`config.mk`:
```
export PLATFORM = sky130hd
export DESIGN_NAME = wlan_frame_duration_calc_top
export DESIGN_NICKNAME = d
export VERILOG_FILES = /design/src/hw/rtl/wfd_pkg.sv /design/src/hw/rtl/wfd_recip_div.sv /design/src/hw/rtl/wlan_frame_duration_calc_top.sv
export SDC_FILE = /design/constraint.sdc
export NUM_CORES = 2
export LEC_CHECK = 0
export ABC_AREA = 1
export BUFFER_PORTS_ARGS = -buffer_cell sky130_fd_sc_hd__clkbuf_2
export CAP_MARGIN = 20
export CORE_MARGIN = 2
export CORE_UTILIZATION = 40
export CTS_CLUSTER_DIAMETER = 40
export DETAILED_ROUTE_END_ITERATION = 10
export SYNTH_ARGS = -nofsm -noshare
export SYNTH_HDL_FRONTEND = slang
export SYNTH_SLANG_ARGS = --single-unit
```
`constraint.sdc`:
```
create_clock -name clock -period 15.48 [get_ports clock]
set_clock_uncertainty 0.05 [all_clocks]
set_input_delay 2.322 -clock clock [delete_from_list [all_inputs] [get_ports clock]]
set_output_delay 2.322 -clock clock [all_outputs]
set_load 0.02 [all_outputs]
```
`src/hw/rtl/wfd_pkg.sv`:
```
// Shared types and constants for the WLAN frame duration calculator.
// Holds field widths, register reset values, the register map and the
// reciprocal table used by the pipelined rate divider. No dependencies.
`default_nettype none

package wfd_pkg;

   // Field widths.
   localparam int unsigned LEN_W   = 12;
   localparam int unsigned BODY_W  = 13;
   localparam int unsigned TXR_W   = 8;
   localparam int unsigned RATE_W  = 7;
   localparam int unsigned DUR_W   = 16;
   localparam int unsigned NUM_W   = 16;
   localparam int unsigned RECIP_W = 17;
   localparam int unsigned PROD_W  = NUM_W + RECIP_W;
   localparam int unsigned PRE_W   = 9;
   localparam int unsigned SIFS_W  = 8;
   localparam int unsigned OPRE_W  = 8;
   localparam int unsigned SYM_W   = 4;
   localparam int unsigned THR_W   = 12;

   // Stream and register port widths.
   localparam int unsigned REQ_DATA_W = 32;
   localparam int unsigned REQ_USER_W = 4;
   localparam int unsigned RSP_DATA_W = 32;
   localparam int unsigned RSP_USER_W = 3;
   localparam int unsigned CSR_DATA_W = 32;
   localparam int unsigned CSR_ADDR_W = 5;

   // Frame arithmetic constants.
   localparam int unsigned FCS_LEN        = 4;
   localparam int unsigned OFDM_EXTRA     = 22;
   localparam int unsigned RTS_DSSS_EXTRA = 14;
   localparam int unsigned DUR_DSSS_EXTRA = 28;
   localparam int unsigned ACK_BITS       = 112;

   // Register reset values.
   localparam int unsigned SIFS_RESET      = 10;
   localparam int unsigned OFDM_PRE_RESET  = 26;
   localparam int unsigned SYMBOL_RESET    = 4;
   localparam int unsigned LONG_PRE_RESET  = 192;
   localparam int unsigned SHORT_PRE_RESET = 96;
   localparam int unsigned RTS_THR_RESET   = 2347;
   localparam int unsigned PROTECT_RESET   = 0;

   // Register map, one 32-bit register every four bytes.
   typedef enum logic [2:0] {
      REG_SIFS      = 3'd0,
      REG_OFDM_PRE  = 3'd1,
      REG_SYMBOL    = 3'd2,
      REG_LONG_PRE  = 3'd3,
      REG_SHORT_PRE = 3'd4,
      REG_RTS_THR   = 3'd5,
      REG_PROTECT   = 3'd6
   } csr_index_type;

   // Reciprocal table: floor(2^16 / r) for rates 1..127. Entry zero is
   // never used because the rate is forced to at least one.
   localparam int unsigned RATE_DEPTH = 128;
   localparam int unsigned RECIP_ONE  = 65536;
   localparam int unsigned RECIP_TABLE [0:RATE_DEPTH-1] = '{
      RECIP_ONE,       RECIP_ONE / 1,   RECIP_ONE / 2,   RECIP_ONE / 3,
      RECIP_ONE / 4,   RECIP_ONE / 5,   RECIP_ONE / 6,   RECIP_ONE / 7,
      RECIP_ONE / 8,   RECIP_ONE / 9,   RECIP_ONE / 10,  RECIP_ONE / 11,
      RECIP_ONE / 12,  RECIP_ONE / 13,  RECIP_ONE / 14,  RECIP_ONE / 15,
      RECIP_ONE / 16,  RECIP_ONE / 17,  RECIP_ONE / 18,  RECIP_ONE / 19,
      RECIP_ONE / 20,  RECIP_ONE / 21,  RECIP_ONE / 22,  RECIP_ONE / 23,
      RECIP_ONE / 24,  RECIP_ONE / 25,  RECIP_ONE / 26,  RECIP_ONE / 27,
      RECIP_ONE / 28,  RECIP_ONE / 29,  RECIP_ONE / 30,  RECIP_ONE / 31,
      RECIP_ONE / 32,  RECIP_ONE / 33,  RECIP_ONE / 34,  RECIP_ONE / 35,
      RECIP_ONE / 36,  RECIP_ONE / 37,  RECIP_ONE / 38,  RECIP_ONE / 39,
      RECIP_ONE / 40,  RECIP_ONE / 41,  RECIP_ONE / 42,  RECIP_ONE / 43,
      RECIP_ONE / 44,  RECIP_ONE / 45,  RECIP_ONE / 46,  RECIP_ONE / 47,
      RECIP_ONE / 48,  RECIP_ONE / 49,  RECIP_ONE / 50,  RECIP_ONE / 51,
      RECIP_ONE / 52,  RECIP_ONE / 53,  RECIP_ONE / 54,  RECIP_ONE / 55,
      RECIP_ONE / 56,  RECIP_ONE / 57,  RECIP_ONE / 58,  RECIP_ONE / 59,
      RECIP_ONE / 60,  RECIP_ONE / 61,  RECIP_ONE / 62,  RECIP_ONE / 63,
      RECIP_ONE / 64,  RECIP_ONE / 65,  RECIP_ONE / 66,  RECIP_ONE / 67,
      RECIP_ONE / 68,  RECIP_ONE / 69,  RECIP_ONE / 70,  RECIP_ONE / 71,
      RECIP_ONE / 72,  RECIP_ONE / 73,  RECIP_ONE / 74,  RECIP_ONE / 75,
      RECIP_ONE / 76,  RECIP_ONE / 77,  RECIP_ONE / 78,  RECIP_ONE / 79,
      RECIP_ONE / 80,  RECIP_ONE / 81,  RECIP_ONE / 82,  RECIP_ONE / 83,
      RECIP_ONE / 84,  RECIP_ONE / 85,  RECIP_ONE / 86,  RECIP_ONE / 87,
      RECIP_ONE / 88,  RECIP_ONE / 89,  RECIP_ONE / 90,  RECIP_ONE / 91,
      RECIP_ONE / 92,  RECIP_ONE / 93,  RECIP_ONE / 94,  RECIP_ONE / 95,
      RECIP_ONE / 96,  RECIP_ONE / 97,  RECIP_ONE / 98,  RECIP_ONE / 99,
      RECIP_ONE / 100, RECIP_ONE / 101, RECIP_ONE / 102, RECIP_ONE / 103,
      RECIP_ONE / 104, RECIP_ONE / 105, RECIP_ONE / 106, RECIP_ONE / 107,
      RECIP_ONE / 108, RECIP_ONE / 109, RECIP_ONE / 110, RECIP_ONE / 111,
      RECIP_ONE / 112, RECIP_ONE / 113, RECIP_ONE / 114, RECIP_ONE / 115,
      RECIP_ONE / 116, RECIP_ONE / 117, RECIP_ONE / 118, RECIP_ONE / 119,
      RECIP_ONE / 120, RECIP_ONE / 121, RECIP_ONE / 122, RECIP_ONE / 123,
      RECIP_ONE / 124, RECIP_ONE / 125, RECIP_ONE / 126, RECIP_ONE / 127
   };

endpackage

`default_nettype wire

```
`src/hw/rtl/wfd_recip_div.sv`:
```
// Three-stage pipelined divider of a 16-bit numerator by a 7-bit rate.
// Uses a precomputed reciprocal, one correction step; depends on wfd_pkg.
`default_nettype none

module wfd_recip_div (
   input  wire logic                           clock,
   input  wire logic                           advance,
   input  wire logic [wfd_pkg::NUM_W-1:0]      numer,
   input  wire logic [wfd_pkg::RATE_W-1:0]     divisor,
   input  wire logic [wfd_pkg::RECIP_W-1:0]    recip,
   output logic      [wfd_pkg::NUM_W-1:0]      quot
);

   localparam int unsigned NW = wfd_pkg::NUM_W;
   localparam int unsigned RW = wfd_pkg::RATE_W;

   logic [wfd_pkg::PROD_W-1:0] prod_ff, prod_in;
   logic [NW-1:0]              numer_a_ff;
   logic [RW-1:0]              div_a_ff;
   logic [NW-1:0]              q0_ff, q0_in;
   logic [NW-1:0]              qr_ff, qr_in;
   logic [NW-1:0]              numer_b_ff;
   logic [RW-1:0]              div_b_ff;
   logic [NW-1:0]              quot_ff, quot_in;
   logic [NW-1:0]              rem;

   // First stage: scale the numerator by the reciprocal.
   assign prod_in = {{wfd_pkg::RECIP_W{1'b0}}, numer} * {{NW{1'b0}}, recip};

   // Second stage: estimate is exact or one low; form estimate times rate.
   assign q0_in = prod_ff[2*NW-1:NW];
   assign qr_in = q0_in * {{(NW-RW){1'b0}}, div_a_ff};

   // Third stage: one compare and correct.
   assign rem     = numer_b_ff - qr_ff;
   assign quot_in = q0_ff + NW'(rem >= {{(NW-RW){1'b0}}, div_b_ff});

   always_ff @(posedge clock) begin
      if (advance) begin
         prod_ff    <= prod_in;
         numer_a_ff <= numer;
         div_a_ff   <= divisor;
         q0_ff      <= q0_in;
         qr_ff      <= qr_in;
         numer_b_ff <= numer_a_ff;
         div_b_ff   <= div_a_ff;
         quot_ff    <= quot_in;
      end
   end

   assign quot = quot_ff;

endmodule

`default_nettype wire

```
`src/hw/rtl/wlan_frame_duration_calc_top.sv`:
```
// Top level of the WLAN frame duration calculator: register file, input
// decode, three rate dividers and the duration sums. Depends on wfd_pkg
// and wfd_recip_div.
//
// Usage: each word on the req stream describes one transmit fragment
// (lengths, fragment flags, modulation, preamble, rate). For each word the
// rsp stream returns one word with the duration field and, for a first
// fragment, the RTS or CTS-to-self decision and its protection duration.
// Timing registers and the RTS threshold sit on the csr port at byte
// addresses 0x00 to 0x18 and are to be written by the user only while no
// word is in flight; the block does not enforce this. A result word goes
// through decode, the three divider stages and stage 5 to the rsp register.
// Throughput: one word per cycle; all six register stages advance
// together, so a new word can enter in every cycle in which the result
// register is free or being read. When the receiver holds rsp_tready low
// with a result waiting, the whole pipeline freezes and req_tready drops
// in the same cycle; nothing is lost or repeated. Synchronous reset empties
// the pipeline and restores each configuration register to its default.
`default_nettype none

module wlan_frame_duration_calc_top (
   input  wire logic                                clock,
   input  wire logic                                reset,
   // Request stream.
   input  wire logic                                req_tvalid,
   output logic                                     req_tready,
   // [11:0] frame_length, [23:12] next_frame_length, [31:24] tx_rate
   input  wire logic [wfd_pkg::REQ_DATA_W-1:0]      req_tdata,
   // [0] first_fragment, [1] group_address, [2] ofdm, [3] long_preamble
   input  wire logic [wfd_pkg::REQ_USER_W-1:0]      req_tuser,
   input  wire logic                                req_tlast,
   // Result stream.
   output logic                                     rsp_tvalid,
   input  wire logic                                rsp_tready,
   // [15:0] duration, [31:16] protect_duration
   output logic      [wfd_pkg::RSP_DATA_W-1:0]      rsp_tdata,
   // [0] protect_valid, [1] add_rts, [2] add_cts
   output logic      [wfd_pkg::RSP_USER_W-1:0]      rsp_tuser,
   // Register port.
   input  wire logic                                csr_psel,
   input  wire logic                                csr_penable,
   input  wire logic                                csr_pwrite,
   input  wire logic [wfd_pkg::CSR_ADDR_W-1:0]      csr_paddr,
   input  wire logic [wfd_pkg::CSR_DATA_W-1:0]      csr_pwdata,
   output logic      [wfd_pkg::CSR_DATA_W-1:0]      csr_prdata,
   output logic                                     csr_pready
);

   localparam int unsigned DW = wfd_pkg::DUR_W;
   localparam int unsigned NW = wfd_pkg::NUM_W;
   localparam int unsigned RW = wfd_pkg::RATE_W;
   localparam int unsigned CW = wfd_pkg::CSR_DATA_W;

   // Per-word control that travels beside the dividers.
   typedef struct packed {
      logic                      ofdm;
      logic                      rts;
      logic                      cts;
      logic                      group;
      logic                      last;
      logic [wfd_pkg::PRE_W-1:0] pre;
   } side_type;

   // ------------------------------------------------------------------
   // Configuration registers.
   // ------------------------------------------------------------------
   logic [wfd_pkg::SIFS_W-1:0] sifs_ff;
   logic [wfd_pkg::OPRE_W-1:0] ofdm_pre_ff;
   logic [wfd_pkg::SYM_W-1:0]  symbol_ff;
   logic [wfd_pkg::PRE_W-1:0]  long_pre_ff;
   logic [wfd_pkg::PRE_W-1:0]  short_pre_ff;
   logic [wfd_pkg::THR_W-1:0]  rts_thr_ff;
   logic                       protect_ff;

   wfd_pkg::csr_index_type csr_index;
   logic                   csr_write;

   assign csr_index  = wfd_pkg::csr_index_type'(csr_paddr[wfd_pkg::CSR_ADDR_W-1 -: 3]);
   assign csr_pready = 1'b1;
   assign csr_write  = csr_psel && csr_penable && csr_pwrite && csr_pready;

   // Register writes at the access cycle.
   always_ff @(posedge clock) begin
      if (reset) begin
         sifs_ff      <= wfd_pkg::SIFS_W'(wfd_pkg::SIFS_RESET);
         ofdm_pre_ff  <= wfd_pkg::OPRE_W'(wfd_pkg::OFDM_PRE_RESET);
         symbol_ff    <= wfd_pkg::SYM_W'(wfd_pkg::SYMBOL_RESET);
         long_pre_ff  <= wfd_pkg::PRE_W'(wfd_pkg::LONG_PRE_RESET);
         short_pre_ff <= wfd_pkg::PRE_W'(wfd_pkg::SHORT_PRE_RESET);
         rts_thr_ff   <= wfd_pkg::THR_W'(wfd_pkg::RTS_THR_RESET);
         protect_ff   <= 1'(wfd_pkg::PROTECT_RESET);
      end else if (csr_write) begin
         case (csr_index)
            wfd_pkg::REG_SIFS:      sifs_ff      <= csr_pwdata[wfd_pkg::SIFS_W-1:0];
            wfd_pkg::REG_OFDM_PRE:  ofdm_pre_ff  <= csr_pwdata[wfd_pkg::OPRE_W-1:0];
            wfd_pkg::REG_SYMBOL:    symbol_ff    <= csr_pwdata[wfd_pkg::SYM_W-1:0];
            wfd_pkg::REG_LONG_PRE:  long_pre_ff  <= csr_pwdata[wfd_pkg::PRE_W-1:0];
            wfd_pkg::REG_SHORT_PRE: short_pre_ff <= csr_pwdata[wfd_pkg::PRE_W-1:0];
            wfd_pkg::REG_RTS_THR:   rts_thr_ff   <= csr_pwdata[wfd_pkg::THR_W-1:0];
            wfd_pkg::REG_PROTECT:   protect_ff   <= csr_pwdata[0];
            default: ;
         endcase
      end
   end

   // Register read-back.
   always_comb begin
      case (csr_index)
         wfd_pkg::REG_SIFS:      csr_prdata = CW'(sifs_ff);
         wfd_pkg::REG_OFDM_PRE:  csr_prdata = CW'(ofdm_pre_ff);
         wfd_pkg::REG_SYMBOL:    csr_prdata = CW'(symbol_ff);
         wfd_pkg::REG_LONG_PRE:  csr_prdata = CW'(long_pre_ff);
         wfd_pkg::REG_SHORT_PRE: csr_prdata = CW'(short_pre_ff);
         wfd_pkg::REG_RTS_THR:   csr_prdata = CW'(rts_thr_ff);
         wfd_pkg::REG_PROTECT:   csr_prdata = CW'(protect_ff);
         default:                csr_prdata = '0;
      endcase
   end

   // ------------------------------------------------------------------
   // Pipeline advance: every stage moves when the result register is free or being read.
   // ------------------------------------------------------------------
   logic rsp_valid_ff;
   logic advance;

   assign advance    = !rsp_valid_ff || rsp_tready;
   assign req_tready = advance;

   // ------------------------------------------------------------------
   // Stage 1: decode the request word, form the numerators.
   // ------------------------------------------------------------------
   logic [wfd_pkg::LEN_W-1:0]  in_flen, in_nlen;
   logic [wfd_pkg::TXR_W-1:0]  in_txrate;
   logic                       in_first, in_group, in_ofdm, in_lpre;
   logic [RW-1:0]              rate_half;
   logic [wfd_pkg::BODY_W-1:0] body, nbody;
   logic [NW-1:0]              body_w, nbody_w, rate_w;

   logic          valid_s1_ff;
   side_type      side_s1_ff, side_s1_in;
   logic [RW-1:0] rate_s1_ff, rate_s1_in;
   logic [wfd_pkg::RECIP_W-1:0] recip_s1_ff, recip_s1_in;
   logic [NW-1:0] num_p_s1_ff, num_p_s1_in;
   logic [NW-1:0] num_d_s1_ff, num_d_s1_in;
   logic [NW-1:0] num_a_s1_ff, num_a_s1_in;

   assign in_flen   = req_tdata[11:0];
   assign in_nlen   = req_tdata[23:12];
   assign in_txrate = req_tdata[31:24];
   assign in_first  = req_tuser[0];
   assign in_group  = req_tuser[1];
   assign in_ofdm   = req_tuser[2];
   assign in_lpre   = req_tuser[3];

   // Rate in 1 Mb/s units, never below one.
   assign rate_half  = in_txrate[wfd_pkg::TXR_W-1:1];
   assign rate_s1_in = (rate_half == '0) ? RW'(1) : rate_half;
   assign recip_s1_in = wfd_pkg::RECIP_W'(wfd_pkg::RECIP_TABLE[rate_s1_in]);

   // Body lengths include the FCS.
   assign body    = wfd_pkg::BODY_W'(in_flen) + wfd_pkg::BODY_W'(wfd_pkg::FCS_LEN);
   assign nbody   = wfd_pkg::BODY_W'(in_nlen) + wfd_pkg::BODY_W'(wfd_pkg::FCS_LEN);
   assign body_w  = NW'(body);
   assign nbody_w = NW'(nbody);
   assign rate_w  = NW'(rate_s1_in);

   // Protection decision: RTS by length, else CTS-to-self for OFDM when protection is on.
   always_comb begin
      side_s1_in.ofdm  = in_ofdm;
      side_s1_in.group = in_group;
      side_s1_in.last  = req_tlast;
      side_s1_in.pre   = in_lpre ? long_pre_ff : short_pre_ff;
      side_s1_in.rts   = !in_group && in_first
                         && (body >= wfd_pkg::BODY_W'(rts_thr_ff));
      side_s1_in.cts   = !in_group && in_first && !side_s1_in.rts
                         && in_ofdm && protect_ff;
   end

   // Numerators for the three divisions by the rate. The OFDM symbol
   // count divides by four times the rate, so its numerator drops two bits.
   always_comb begin
      if (in_ofdm) begin
         num_p_s1_in = (body_w * NW'(8) + NW'(wfd_pkg::OFDM_EXTRA)
                        + rate_w * NW'(4) - NW'(1)) >> 2;
         num_d_s1_in = (nbody_w * NW'(8) + NW'(wfd_pkg::OFDM_EXTRA)
                        + rate_w * NW'(4) - NW'(1)) >> 2;
      end else begin
         num_p_s1_in = (body_w + NW'(wfd_pkg::RTS_DSSS_EXTRA)) * NW'(8)
                       + rate_w - NW'(1);
         num_d_s1_in = (nbody_w + NW'(wfd_pkg::DUR_DSSS_EXTRA)) * NW'(8)
                       + rate_w - NW'(1);
      end
      num_a_s1_in = NW'(wfd_pkg::ACK_BITS) + rate_w - NW'(1);
   end

   always_ff @(posedge clock) begin
      if (reset) begin
         valid_s1_ff <= 1'b0;
      end else if (advance) begin
         valid_s1_ff <= req_tvalid;
      end
   end

   always_ff @(posedge clock) begin
      if (advance) begin
         side_s1_ff  <= side_s1_in;
         rate_s1_ff  <= rate_s1_in;
         recip_s1_ff <= recip_s1_in;
         num_p_s1_ff <= num_p_s1_in;
         num_d_s1_ff <= num_d_s1_in;
         num_a_s1_ff <= num_a_s1_in;
      end
   end

   // ------------------------------------------------------------------
   // Stages 2 to 4: dividers, with the control word carried alongside.
   // ------------------------------------------------------------------
   logic [NW-1:0] quot_p, quot_d, quot_a;

   wfd_recip_div u_div_prot (
      .clock   (clock),
      .advance (advance),
      .numer   (num_p_s1_ff),
      .divisor (rate_s1_ff),
      .recip   (recip_s1_ff),
      .quot    (quot_p)
   );

   wfd_recip_div u_div_dur (
      .clock   (clock),
      .advance (advance),
      .numer   (num_d_s1_ff),
      .divisor (rate_s1_ff),
      .recip   (recip_s1_ff),
      .quot    (quot_d)
   );

   wfd_recip_div u_div_ack (
      .clock   (clock),
      .advance (advance),
      .numer   (num_a_s1_ff),
      .divisor (rate_s1_ff),
      .recip   (recip_s1_ff),
      .quot    (quot_a)
   );

   logic     valid_s2_ff, valid_s3_ff, valid_s4_ff;
   side_type side_s2_ff, side_s3_ff, side_s4_ff;

   always_ff @(posedge clock) begin
      if (reset) begin
         valid_s2_ff <= 1'b0;
         valid_s3_ff <= 1'b0;
         valid_s4_ff <= 1'b0;
      end else if (advance) begin
         valid_s2_ff <= valid_s1_ff;
         valid_s3_ff <= valid_s2_ff;
         valid_s4_ff <= valid_s3_ff;
      end
   end

   always_ff @(posedge clock) begin
      if (advance) begin
         side_s2_ff <= side_s1_ff;
         side_s3_ff <= side_s2_ff;
         side_s4_ff <= side_s3_ff;
      end
   end

   // ------------------------------------------------------------------
   // Stage 5: symbol-time products and the register-only terms.
   // ------------------------------------------------------------------
   logic [DW-1:0] sifs_w, opre_w, sym_w, pre_w;
   logic          valid_s5_ff;
   logic          prot_s5_ff, prot_s5_in;
   logic          rts_s5_ff, cts_s5_ff;
   logic [DW-1:0] pterm_s5_ff, pterm_s5_in;
   logic [DW-1:0] pbase_s5_ff, pbase_s5_in;
   logic [DW-1:0] dterm_s5_ff, dterm_s5_in;
   logic [DW-1:0] dbase_s5_ff, dbase_s5_in;

   assign sifs_w = DW'(sifs_ff);
   assign opre_w = DW'(ofdm_pre_ff);
   assign sym_w  = DW'(symbol_ff);
   assign pre_w  = DW'(side_s4_ff.pre);
   assign prot_s5_in = side_s4_ff.rts || side_s4_ff.cts;

   // Protection duration: RTS adds one more SIFS, preamble and response.
   always_comb begin
      if (side_s4_ff.ofdm) begin
         pterm_s5_in = quot_p * sym_w;
         if (side_s4_ff.rts) begin
            pbase_s5_in = sifs_w * DW'(3) + opre_w * DW'(3) + sym_w * DW'(4);
         end else begin
            pbase_s5_in = sifs_w * DW'(2) + opre_w * DW'(2) + sym_w * DW'(2);
         end
      end else begin
         pterm_s5_in = quot_p;
         if (side_s4_ff.rts) begin
            pbase_s5_in = pre_w * DW'(3) + quot_a + sifs_w * DW'(3);
         end else begin
            pbase_s5_in = pre_w * DW'(2) + sifs_w * DW'(2);
         end
      end
   end

   // Duration field: zero for group frames, ACK time for the last
   // fragment, else the next fragment plus its ACK.
   always_comb begin
      if (side_s4_ff.group) begin
         dterm_s5_in = '0;
         dbase_s5_in = '0;
      end else if (!side_s4_ff.last) begin
         if (side_s4_ff.ofdm) begin
            dterm_s5_in = quot_d * sym_w;
            dbase_s5_in = opre_w * DW'(3) + sym_w * DW'(3) + sifs_w * DW'(3);
         end else begin
            dterm_s5_in = quot_d;
            dbase_s5_in = pre_w * DW'(3) + sifs_w * DW'(3);
         end
      end else begin
         if (side_s4_ff.ofdm) begin
            dterm_s5_in = '0;
            dbase_s5_in = opre_w + sym_w * DW'(2) + sifs_w;
         end else begin
            dterm_s5_in = quot_a;
            dbase_s5_in = pre_w + sifs_w;
         end
      end
   end

   always_ff @(posedge clock) begin
      if (reset) begin
         valid_s5_ff <= 1'b0;
      end else if (advance) begin
         valid_s5_ff <= valid_s4_ff;
      end
   end

   always_ff @(posedge clock) begin
      if (advance) begin
         prot_s5_ff  <= prot_s5_in;
         rts_s5_ff   <= side_s4_ff.rts;
         cts_s5_ff   <= side_s4_ff.cts;
         pterm_s5_ff <= pterm_s5_in;
         pbase_s5_ff <= pbase_s5_in;
         dterm_s5_ff <= dterm_s5_in;
         dbase_s5_ff <= dbase_s5_in;
      end
   end

   // ------------------------------------------------------------------
   // Stage 6: final sums into the result register.
   // ------------------------------------------------------------------
   logic [DW-1:0] dur_ff, dur_in;
   logic [DW-1:0] pdur_ff, pdur_in;
   logic          prot_ff, rts_ff, cts_ff;

   assign dur_in  = dterm_s5_ff + dbase_s5_ff;
   assign pdur_in = prot_s5_ff ? (pterm_s5_ff + pbase_s5_ff) : '0;

   always_ff @(posedge clock) begin
      if (reset) begin
         rsp_valid_ff <= 1'b0;
      end else if (advance) begin
         rsp_valid_ff <= valid_s5_ff;
      end
   end

   always_ff @(posedge clock) begin
      if (advance) begin
         dur_ff  <= dur_in;
         pdur_ff <= pdur_in;
         prot_ff <= prot_s5_ff;
         rts_ff  <= rts_s5_ff;
         cts_ff  <= cts_s5_ff;
      end
   end

   assign rsp_tvalid = rsp_valid_ff;
   assign rsp_tdata  = {pdur_ff, dur_ff};
   assign rsp_tuser  = {cts_ff, rts_ff, prot_ff};

endmodule

`default_nettype wire

```
==> impl_metrics.toml <==
[setup_path]
cp-end-kind = "flip-flop"
rr_endpoint = "u_div_prot.prod_ff[31]$_DFFE_PP_"
r2r_start = "num_p_s1_ff[2]$_DFFE_PP_"
crit_type = "flip-flop to flip-flop"
crit_path_end = "u_div_prot.prod_ff[31]$_DFFE_PP_"
reg2reg_depth = 22
crit_cells = 22
crit_family = "adder cells"
cp.arrival_ns = 6.91
worst_setup_path_start_kind = "flip-flop"
critPathMaxFanout = 18
critPathSlowestCell = "edfxtp_1"
r2r_setup_slack_ns = 8.96
required_ns = 15.87
crit_path_max_incr_delay_ns = 0.97
cp-startpoint = "num_p_s1_ff[2]$_DFFE_PP_"
worstPathCellList = "nand2_1 -> fa_1 -> fa_1 -> inv_1 -> fa_1 -> inv_1 -> fa_1 -> inv_1 -> fa_1 -> inv_1 -> fa_1 -> inv_1 -> ha_1 -> nand2_1 -> nor2_1 -> inv_1 -> o21ai_0 -> a21oi_1 -> o21ai_0 -> nand3_1 -> nand3_1 -> nand2_1"
path_buf_inv = 6

[global_routing]
grt_pass1_wl_um = 285000
grt_pass1_vias = 52500
grt_overflow = 0
grt_use_total_pct = 21.4
grt_max_degree = 161
antenna_found_initial = 3

[drt]
first_pass_iters = 6
wl_met1_um = 78100
routed_wl_um = 177000
met2RoutedLength_um = 84200
viasPerCell = 5.05
drt_iter0_markers = 3531
dr.max_layer_used = "met5"
vias = 51500
postRouteAntennaNets = 0
met3_length_um = 9790
drc = 0
post_drt_wl_per_cell_um = 17.4

[clocking]
clock_latency_ns = 0.71
clkTransAtPathRegs_ns = 0.06
post_cts_buffers = 0
cts_tree = "done"
hold_buffers = 0
clock_sinks = 538
cts_max_path_buffers = 3
htreeDepth = 3
root_buffer = "clkbuf_16"
post_cts_resized = 0
cts_made_buffers = 92

[die]
start_util_pct = 40.2
die_area_um2 = 167000
coreArea_um2 = 163000
die_y_um = 408
die_w_um = 408
rows = 148
pin_count = 151

[layout]
final_core_util_pct = 43.8
fin_area_um2 = 71200
fillers = 16200
diodes = 0
largest_register = "recip_s1_ff"
nets = 9426
layout-drive-gt1-share_pct = 4.87
largest_reg_flops = 17
syn2layout_area_growth_pct = 8.83

[sta]
relSlewSlack_pct = 26.7
setup_viol = 0
hold_violations = 0
fmax_ghz = 0.153
fin_setup_tns_ns = 0
tightestPinTransition_ns = 1.10
grt_setup_unrepaired = "no"
fin_crit_sh_pct = 42.1
final-max-slew-violation-count = 0
period_minus_slack_ns = 6.52

[worst_hold_path]
hold_class = "flip-flop to flip-flop"

[synthesis]
synth_compound_area_share_pct = 8.57
ys_seq_area_share_pct = 23.8
muxShareOfSynthArea_pct = 0
ys_ff_latch = 538
synth-edff-count = 481
yosys.area_share.simple_pct = 16.5
synthFlopType = "edfxtp_1"
synthArstFlopShare_pct = 0
syn-mean-instance-area_um2 = 8.21
synthAdderAreaFrac_pct = 35.2
synth_top_family_by_area = "adder cells"
syn_inst = 7965
yosys_warnings = 0
synthXorXnorAreaFrac_pct = 3.63
synth_cell_types = 70
netlist_area_um2 = 65400

[placed_design]
portBuffers = 106
gp_congestion = 0.937
post_dp_cell_area_um2 = 67900
post-dp-hpwl_um = 136000

[pwr]
leakage_nw = 38.1
p_per_area_nw_per_um2 = 241
ir_drop_mv = 0.372

[job]
max-cap-violations = 0

[status]
outcome = "finished clean"
## metrics by stage
stage / setup slack (ns) / power, mW / instances / hold slack (ns)
6_report: 8.96 / 17.2 / 10200 / 0.364
5_1_grt: 8.55 / 19.2 / 10200 / 0.362
4_1_cts: 9.08 / 17.2 / 10200 / 0.359
3_5_place_dp: 9.06 / 15.0 / 10000 / 0.355
3_3_place_gp: 9.10 / 14.9 / 10000 / 0.351
2_1_floorplan: 1.23 / 11.7 / 7984 / 0.350
## metal layers
metal / vias to the layer above / GRT usage, %
met5: - / 0
met4: 2 / 6.31
met3: 298 / 2.79
met2: 1443 / 36.4
met1: 25000 / 28.6
li1: 24700 / -
## cell usage in the layout, fill, tap and decap left out, types with 92 or more instances in the layout
| cell type | count |
|---|---|
| nand3_1 | 234 |
| fa_1 | 744 |
| inv_1 | 1813 |
| ha_1 | 648 |
| clkbuf_2 | 106 |
| nand2_1 | 1864 |
| o21ai_0 | 323 |
| nor2_1 | 373 |
| edfxtp_1 | 481 |
| clkbuf_16 | 92 |
| xor2_1 | 182 |
| a21oi_1 | 443 |
## worst min-delay path by stage
stage | startpoint | endpoint | slack, ns | cells after the start
floorplan | cts_s5_ff$_DFFE_PP_ | cts_ff$_DFFE_PP_ | 0.35 | 0
global placement | rate_s1_ff[2]$_DFFE_PP_ | u_div_dur.div_a_ff[2]$_DFFE_PP_ | 0.35 | 0
detailed placement | side_s3_ff[3]$_DFFE_PP_ | pre_w[3]$_DFFE_PP_ | 0.35 | 0
CTS | rate_s1_ff[2]$_DFFE_PP_ | u_div_dur.div_a_ff[2]$_DFFE_PP_ | 0.36 | 0
global route | rate_s1_ff[2]$_DFFE_PP_ | u_div_dur.div_a_ff[2]$_DFFE_PP_ | 0.36 | 0
finish | u_div_dur.numer_a_ff[13]$_DFFE_PP_ | u_div_dur.numer_b_ff[13]$_DFFE_PP_ | 0.36 | 0
## cell families (layout without fill, tap and decap cells)
kind of cell,count (synthesis),after routing
compound gates,1003,1003
xor+xnor,270,270
fa+ha+maj,1392,1392
buf+inv,2110,2158
flops,538,538
other cells,2,21
simple gates,2650,2650
## power by group
| group | internal, mW | switching [mW] |
|---|---|---|
| combinational | 4.55 | 7.76 |
| sequential | 2.31 | 0.448 |
| clock | 1.25 | 0.842 |
## final cells by class
| type | instances | area [um^2] | share of cell area (%) |
|---|---|---|---|
| multi-input cells | 5336 | 41900 | 58.8 |
| flip-flops and latches | 538 | 15600 | 21.9 |
| inverters | 1835 | 6910 | 9.70 |
| well taps | 2175 | 2720 | 3.82 |
| clock buffers | 101 | 2350 | 3.29 |
| repair buffers | 150 | 901 | 1.27 |
| clock inverters | 72 | 890 | 1.25 |
## synth_stat cells, drive strengths merged (2+ instances only)
cell type	count	area share (%)
and3	3	0.029
a21o	27	0.31
a22oi	4	0.046
a21boi	10	0.11
edfxtp	481	22
o221ai	9	0.12
inv	1833	11
a32oi	3	0.040
a31o	3	0.040
nand3	239	1.9
nor3	59	0.50
nand3b	9	0.10
o21bai	23	0.27
xnor2	87	1.2
a21oi	443	3.4
clkinv	2	0.011
clkbuf	191	1.1
a31oi	22	0.21
o2111ai	13	0.17
nand4	49	0.47
o22ai	16	0.15
nor4	14	0.13
or2	5	0.048
ha	648	12
o311ai	4	0.054
o21a	21	0.24
xor2	183	2.5
nor3b	5	0.073
buf	84	0.68
nor2	388	2.3
o211ai	26	0.30
a221oi	13	0.17
conb	2	0.011
dfxtp	57	1.7
o21ai	349	2.7
fa	744	23
o31ai	5	0.057
a211oi	4	0.046
nand2	1878	11
No activity file was read; power rests on OpenSTA's default activity.
